===== src/sv/ucd_pkg.sv =====
package ucd_pkg;

  localparam int unsigned CpW = 21;
  localparam int unsigned QueueDepth = 4;
  localparam int unsigned QueueAw = $clog2(QueueDepth);

  localparam logic [CpW-1:0] REPLACEMENT_CP = 21'h00FFFD;

  // Work for the back end: a run of replacement code points, then an optional final code point.
  typedef struct packed {
    logic [1:0]     rep_cnt;
    logic           tail_vld;
    logic [CpW-1:0] tail_cp;
  } cmd_t;

endpackage


===== src/sv/ucd_front.sv =====
module ucd_front (
  input  logic          clk,
  input  logic          rst_n,
  input  logic          accept,
  input  logic [7:0]    in_byte,
  output logic          cmd_vld,
  output ucd_pkg::cmd_t cmd
);

  logic [ucd_pkg::CpW-1:0] partial_r, partial_nxt;
  logic [1:0]              expect_r, expect_nxt;
  logic [1:0]              taken_r, taken_nxt;
  logic                    is_cont;

  assign is_cont = (in_byte[7:6] == 2'b10);

  always_comb begin
    partial_nxt  = partial_r;
    expect_nxt   = expect_r;
    taken_nxt    = taken_r;
    cmd.rep_cnt  = 2'd0;
    cmd.tail_vld = 1'b0;
    cmd.tail_cp  = ucd_pkg::REPLACEMENT_CP;
    if ((expect_r != 2'd0) && is_cont) begin
      partial_nxt = {partial_r[ucd_pkg::CpW-7:0], in_byte[5:0]};
      expect_nxt  = expect_r - 2'd1;
      taken_nxt   = taken_r + 2'd1;
      if (expect_r == 2'd1) begin
        cmd.tail_vld = 1'b1;
        cmd.tail_cp  = partial_nxt;
        partial_nxt  = '0;
        taken_nxt    = 2'd0;
      end
    end else begin
      if (expect_r != 2'd0) begin
        cmd.rep_cnt = taken_r + 2'd1;
      end
      partial_nxt = '0;
      expect_nxt  = 2'd0;
      taken_nxt   = 2'd0;
      priority if (in_byte[7] == 1'b0) begin
        cmd.tail_vld = 1'b1;
        cmd.tail_cp  = {13'd0, in_byte};
      end else if (in_byte[7:5] == 3'b110) begin
        partial_nxt = {16'd0, in_byte[4:0]};
        expect_nxt  = 2'd1;
      end else if (in_byte[7:4] == 4'b1110) begin
        partial_nxt = {17'd0, in_byte[3:0]};
        expect_nxt  = 2'd2;
      end else if (in_byte[7:3] == 5'b11110) begin
        partial_nxt = {18'd0, in_byte[2:0]};
        expect_nxt  = 2'd3;
      end else begin
        cmd.tail_vld = 1'b1;
        cmd.tail_cp  = ucd_pkg::REPLACEMENT_CP;
      end
    end
  end

  assign cmd_vld = accept && ((cmd.rep_cnt != 2'd0) || cmd.tail_vld);

  always_ff @(posedge clk) begin
    if (!rst_n) begin
      partial_r <= '0;
      expect_r  <= 2'd0;
      taken_r   <= 2'd0;
    end else if (accept) begin
      partial_r <= partial_nxt;
      expect_r  <= expect_nxt;
      taken_r   <= taken_nxt;
    end
  end

endmodule


===== src/sv/ucd_cmd_queue.sv =====
module ucd_cmd_queue (
  input  logic          clk,
  input  logic          rst_n,
  input  logic          wr_en,
  input  ucd_pkg::cmd_t wr_cmd,
  output logic          full,
  input  logic          rd_en,
  output logic          rd_vld,
  output ucd_pkg::cmd_t rd_cmd
);

  ucd_pkg::cmd_t                  slot_r [ucd_pkg::QueueDepth];
  logic [ucd_pkg::QueueAw-1:0]    wr_ptr_r, rd_ptr_r;
  logic [ucd_pkg::QueueAw:0]      count_r, count_nxt;
  logic                           do_wr, do_rd;

  assign full   = (count_r == (ucd_pkg::QueueAw+1)'(ucd_pkg::QueueDepth));
  assign rd_vld = (count_r != '0);
  assign rd_cmd = slot_r[rd_ptr_r];
  assign do_wr  = wr_en && !full;
  assign do_rd  = rd_en && rd_vld;

  always_comb begin
    count_nxt = count_r;
    unique case ({do_wr, do_rd})
      2'b10:   count_nxt = count_r + 1'b1;
      2'b01:   count_nxt = count_r - 1'b1;
      default: count_nxt = count_r;
    endcase
  end

  always_ff @(posedge clk) begin
    if (!rst_n) begin
      wr_ptr_r <= '0;
      rd_ptr_r <= '0;
      count_r  <= '0;
    end else begin
      count_r <= count_nxt;
      if (do_wr) begin
        wr_ptr_r <= wr_ptr_r + 1'b1;
      end
      if (do_rd) begin
        rd_ptr_r <= rd_ptr_r + 1'b1;
      end
    end
  end

  always_ff @(posedge clk) begin
    if (do_wr) begin
      slot_r[wr_ptr_r] <= wr_cmd;
    end
  end

endmodule


===== src/sv/ucd_back.sv =====
module ucd_back (
  input  logic                    clk,
  input  logic                    rst_n,
  input  logic                    q_vld,
  input  ucd_pkg::cmd_t           q_cmd,
  output logic                    q_rd,
  output logic                    empty,
  input  logic                    pop,
  output logic [ucd_pkg::CpW-1:0] out_code_point,
  output logic                    out_is_end,
  output logic                    out_last
);

  ucd_pkg::cmd_t           cur_r, cur_nxt;
  logic                    cur_vld_r, cur_vld_nxt;
  logic                    out_vld_r, out_vld_nxt;
  logic [ucd_pkg::CpW-1:0] cp_r, cp_nxt;
  logic                    last_r, last_nxt;
  logic                    adv;
  logic                    act_vld;
  ucd_pkg::cmd_t           act;

  assign adv     = !out_vld_r || pop;
  assign act_vld = cur_vld_r || q_vld;
  assign act     = cur_vld_r ? cur_r : q_cmd;
  assign q_rd    = adv && !cur_vld_r && q_vld;

  always_comb begin
    cur_nxt     = cur_r;
    cur_vld_nxt = cur_vld_r;
    out_vld_nxt = out_vld_r;
    cp_nxt      = cp_r;
    last_nxt    = last_r;
    if (adv) begin
      out_vld_nxt = act_vld;
      if (act_vld) begin
        cur_nxt = act;
        if (act.rep_cnt != 2'd0) begin
          cp_nxt          = ucd_pkg::REPLACEMENT_CP;
          last_nxt        = (act.rep_cnt == 2'd1) && !act.tail_vld;
          cur_nxt.rep_cnt = act.rep_cnt - 2'd1;
          cur_vld_nxt     = (act.rep_cnt != 2'd1) || act.tail_vld;
        end else begin
          cp_nxt      = act.tail_cp;
          last_nxt    = 1'b1;
          cur_vld_nxt = 1'b0;
        end
      end
    end
  end

  always_ff @(posedge clk) begin
    if (!rst_n) begin
      cur_vld_r <= 1'b0;
      out_vld_r <= 1'b0;
    end else begin
      cur_vld_r <= cur_vld_nxt;
      out_vld_r <= out_vld_nxt;
    end
  end

  always_ff @(posedge clk) begin
    cur_r  <= cur_nxt;
    cp_r   <= cp_nxt;
    last_r <= last_nxt;
  end

  assign empty          = !out_vld_r;
  assign out_code_point = cp_r;
  assign out_is_end     = (cp_r == '0);
  assign out_last       = last_r;

endmodule


===== src/sv/utf8_codepoint_decoder_core.sv =====
// Channel  | Ports                                          | Handshake
// ---------+------------------------------------------------+--------------------------
// input    | in_byte                                        | push, full (word on push & !full)
// result   | out_code_point, out_is_end, out_last           | empty, pop (word on pop & !empty)
//
// A byte is decoded in the cycle it is taken and lands in a four-entry command queue.
// While pop does not stall, the back end sends one code point per cycle, so a byte with one
// result sustains one byte per cycle; a broken sequence sends its up to four results in turn.
// A result is registered in the command queue and then in the back end's output register.
// Synchronous active-low reset empties the command queue and output stage and idles the decoder.
// full rises only when the command queue is full; a stalled pop holds the result stable.
module utf8_codepoint_decoder_core (
  input  logic                    clk,
  input  logic                    rst_n,
  input  logic                    push,
  output logic                    full,
  input  logic [7:0]              in_byte,
  output logic                    empty,
  input  logic                    pop,
  output logic [ucd_pkg::CpW-1:0] out_code_point,
  output logic                    out_is_end,
  output logic                    out_last
);

  logic          accept;
  logic          cmd_vld;
  ucd_pkg::cmd_t cmd;
  logic          q_vld;
  logic          q_rd;
  ucd_pkg::cmd_t q_cmd;

  assign accept = push && !full;

  ucd_front u_front (
    .clk     (clk),
    .rst_n   (rst_n),
    .accept  (accept),
    .in_byte (in_byte),
    .cmd_vld (cmd_vld),
    .cmd     (cmd)
  );

  ucd_cmd_queue u_queue (
    .clk    (clk),
    .rst_n  (rst_n),
    .wr_en  (cmd_vld),
    .wr_cmd (cmd),
    .full   (full),
    .rd_en  (q_rd),
    .rd_vld (q_vld),
    .rd_cmd (q_cmd)
  );

  ucd_back u_back (
    .clk            (clk),
    .rst_n          (rst_n),
    .q_vld          (q_vld),
    .q_cmd          (q_cmd),
    .q_rd           (q_rd),
    .empty          (empty),
    .pop            (pop),
    .out_code_point (out_code_point),
    .out_is_end     (out_is_end),
    .out_last       (out_last)
  );

endmodule

===== config.mk =====
export PLATFORM = sky130hd
export DESIGN_NAME = utf8_codepoint_decoder_core
export DESIGN_NICKNAME = d
export VERILOG_FILES = /design/src/sv/ucd_pkg.sv /design/src/sv/ucd_front.sv /design/src/sv/ucd_cmd_queue.sv /design/src/sv/ucd_back.sv /design/src/sv/utf8_codepoint_decoder_core.sv
export SDC_FILE = /design/constraint.sdc
export NUM_CORES = 1
export LEC_CHECK = 0
export ABC_CLOCK_PERIOD_IN_PS = 3750
export BUFFER_PORTS_ARGS = -buffer_cell sky130_fd_sc_hd__clkbuf_2
export CAP_MARGIN = 20
export CORE_MARGIN = 4
export CORE_UTILIZATION = 61
export DETAILED_ROUTE_END_ITERATION = 10
export PLACE_DENSITY = 0.89
export SLEW_MARGIN = 40
export SYNTH_ARGS = -nofsm -noshare
export SYNTH_HDL_FRONTEND = slang
export SYNTH_HIERARCHICAL = 1
export SYNTH_SLANG_ARGS = --single-unit

===== constraint.sdc =====
create_clock -name clk -period 3.75 [get_ports clk]
set_input_delay 0.375 -clock clk [delete_from_list [all_inputs] [get_ports clk]]
set_output_delay 0.375 -clock clk [all_outputs]
set_load 0.005 [all_outputs]

==> impl_metrics.toml <==
[layout]
mostFrequentLayoutCells = "edfxtp_1, clkbuf_2, dfxtp_1"
antenna_cells = 0
multiInputGateArea_sq_mm = 0.002101
stdcell_count = 640
drive_gt1_frac = 0.2495
final_common_cell = "edfxtp_1"
design_area_sq_mm = 0.008079
num-nets-final = 504
area_growth_pct = 12.32
regArea_sq_mm = 0.004865
fill_cells = 711

[power_and_ir_drop]
p_leak_uw = 0.002721
seqPwrFrac = 0.456
p_per_area_mw_per_mm2 = 778.4
clock_power_share = 0.294
power.switching_uw = 1723
p_int_uw = 4566
combPwrFrac = 0.250
swShare = 0.2740
peakVddDrop_mv = 0.6542

[timing]
fin_hold_ws_ps = 287.9
fin_crit_sh = 0.8148
max_freq_mhz = 327.3
hold_viol = 0
rsz0062_at_grt = "false"
setup_tns_ps = 0
tightest_slew_ps = 545.3
fin_crit_ps = 3056
setup_viol = 0
fin_ws_ps = 694.4
relSlewSlack = 0.6337
clock_skew_ps = 5.228
maxSlewViolCount = 0

[synth]
synth_nets = 464
synth-edff-count = 142
syn_avg_cell_area_sq_um = 16.20
synth_seq_cells = 172
async_reset_ff_frac = 0
synth_area_sq_mm = 0.007193
yosysSeqAreaShare = 0.6763
synthDistinctLibCells = 58
yosysWarnings = 6
synth_cells = 444
synthFlopType = "edfxtp_1"

[cts]
cts_resized = 0
worst_skew_pair.late_latency_ps = 420
path_clk_slew_ps = 60
htreeDepth = 4
cts_made_buffers = 17
clkSinkCount = 172
post_cts_buffers = 0
cts_hold_buffers = 0
clk_root_buffer_cell = "clkbuf_16"
cts_tree = "yes"
clk_path_buf_depth = 2

[status]
outcome = "completed"

[placement]
dp.cells = 608
placed_area_sq_mm = 0.007448
portBuffers = 36
dpl.hpwl_mm = 7.895
globalplace.congestion = 0.8124
place_ws_ps = 727.1

[grt]
grt_pass1_vias = 3884
grt_antenna_before_repair = 0
grt_overflow = 0
grt_usage = 0.2135
grt_pass1_wl_mm = 21.14
grt_max_degree = 33

[route]
drt_iter0_markers = 426
drc_errors = 0
totalWireLength_mm = 13.21
viasPerCell = 6.064
ant_nets = 0
firstDrtPassIters = 5
routed-via-count = 3881
post_drt_wl_per_cell_um = 20.64

[floorplan]
die-height_um = 116.6
rows = 39
start_util = 0.6273
die_w_um = 116.6
die_area_sq_mm = 0.01359
coreArea_sq_mm = 0.01147
io_pins = 37

[run]
drv_cap = 0

[worst_setup_path]
crit_path_start_kind = "flip-flop"
endpoint_kind = "flip-flop"
cpPeakStageDelay_ps = 370
cp.required_ps = 4090
cpMaxStageDelayCell = "fa_1"
cp_cell_sequence = "inv_1 > ha_1 > nor4b_4 > a31oi_1 > o21a_1 > nor2b_1 > inv_1 > ha_1 > inv_1 > fa_1 > xor2_1 > or3_1 > a21boi_0"
critPathKind = "reg2reg"
arrival_ps = 3390
cpMostUsedCell = "inv_1"
cp_max_fo = 11

[min_path]
hold_class = "in2reg"
-- critical path, delay by kind of cell (launching register included) --
kind	cells	cell delay, ps
fa+ha+maj	3	880
simple gates	3	810
compound gates	3	520
flops	1	360
buf+inv	3	240
xor+xnor	1	160
-- cell families after synthesis --
family          after synthesis  share of synthesized area
mux                          48                     0.1228
buf+inv                      39                    0.03270
flops                       172                     0.6763
simple gates                122                    0.09776
fa+ha+maj                     8                    0.01496
compound gates               50                    0.04940
xor+xnor                      5                   0.006088
-- final timing paths --
path                                            start  cells past startpoint               endpoint  slack, ps
worst max-delay path              u_front/expect_r[0]                     13     u_queue/count_r[2]        690
worst max register to register    u_front/expect_r[0]                     13     u_queue/count_r[2]        690
worst min-delay path                       in_byte[3]                      3   u_front/partial_r[3]        290
worst min register to register  u_front/partial_r[13]                      2  u_front/partial_r[13]        480
-- sequential cells by signal, indices dropped and copies added (netlist names), named ones only --
signal,flops
u_queue/rd_ptr_r,2
u_back/out_vld_r,1
u_front/taken_r,2
u_queue/slot_r,96
u_back/cur_r,24
u_back/cur_vld_r,1
u_front/expect_r,2
u_back/out_code_point,21
u_front/partial_r,15
u_queue/count_r,3
u_queue/wr_ptr_r,2
u_back/out_last,1
-- cells in the mapped netlist (5+ instances only) --
library cell	instances	area (sq um)
ha_1	7	87.58
inv_1	14	52.55
dfxtp_1	30	600.6
o21a_1	10	75.07
nand2b_1	21	131.4
a21oi_1	14	70.07
buf_2	9	45.04
mux2_2	6	67.56
o21ai_0	5	25.02
nor2_1	6	22.52
clkbuf_1	6	22.52
nand2_1	26	97.59
and2_1	19	118.9
nand4_1	6	37.54
mux4_2	20	450.4
nor3_1	6	30.03
edfxtp_1	142	4264
nand3_1	16	80.08
nor2b_1	5	31.28
mux2_4	16	240.2
-- area by class of cell --
class | instances | area share
Sequential cell | 172 | 0.6021
Multi-Input combinational cell | 233 | 0.2600
Clock buffer | 19 | 0.05359
Timing Repair Buffer | 45 | 0.03066
Clock inverter | 13 | 0.02447
Tap cell | 143 | 0.02215
Inverter | 15 | 0.006969
-- stage by stage --
stage,util,power [uW]
final,0.7045,6289
after global routing,0.7045,6599
after CTS,0.7045,6330
after detailed placement,0.6495,4458
after global placement,0.6495,4373
after floorplan,-,4108
-- per-layer routing --
metal  GRT usage  vias to the layer above  wire, um
li1            -                     1772         -
met1      0.2923                     1922      5622
met2      0.3326                      160      6470
met3     0.05440                       27       785
met4     0.08563                        0       330
met5           0                        -         0
-- power by group through the flow --
stage               combinational [uW]  sequential (uW)  clock, uW
floorplan                         1220             2890          0
global placement                  1500             2870          0
detailed placement                1560             2890          0
CTS                               1590             2870       1870
global route                      1730             2910       1970
finish                            1570             2870       1850
Power figures use the tool's default switching activity.
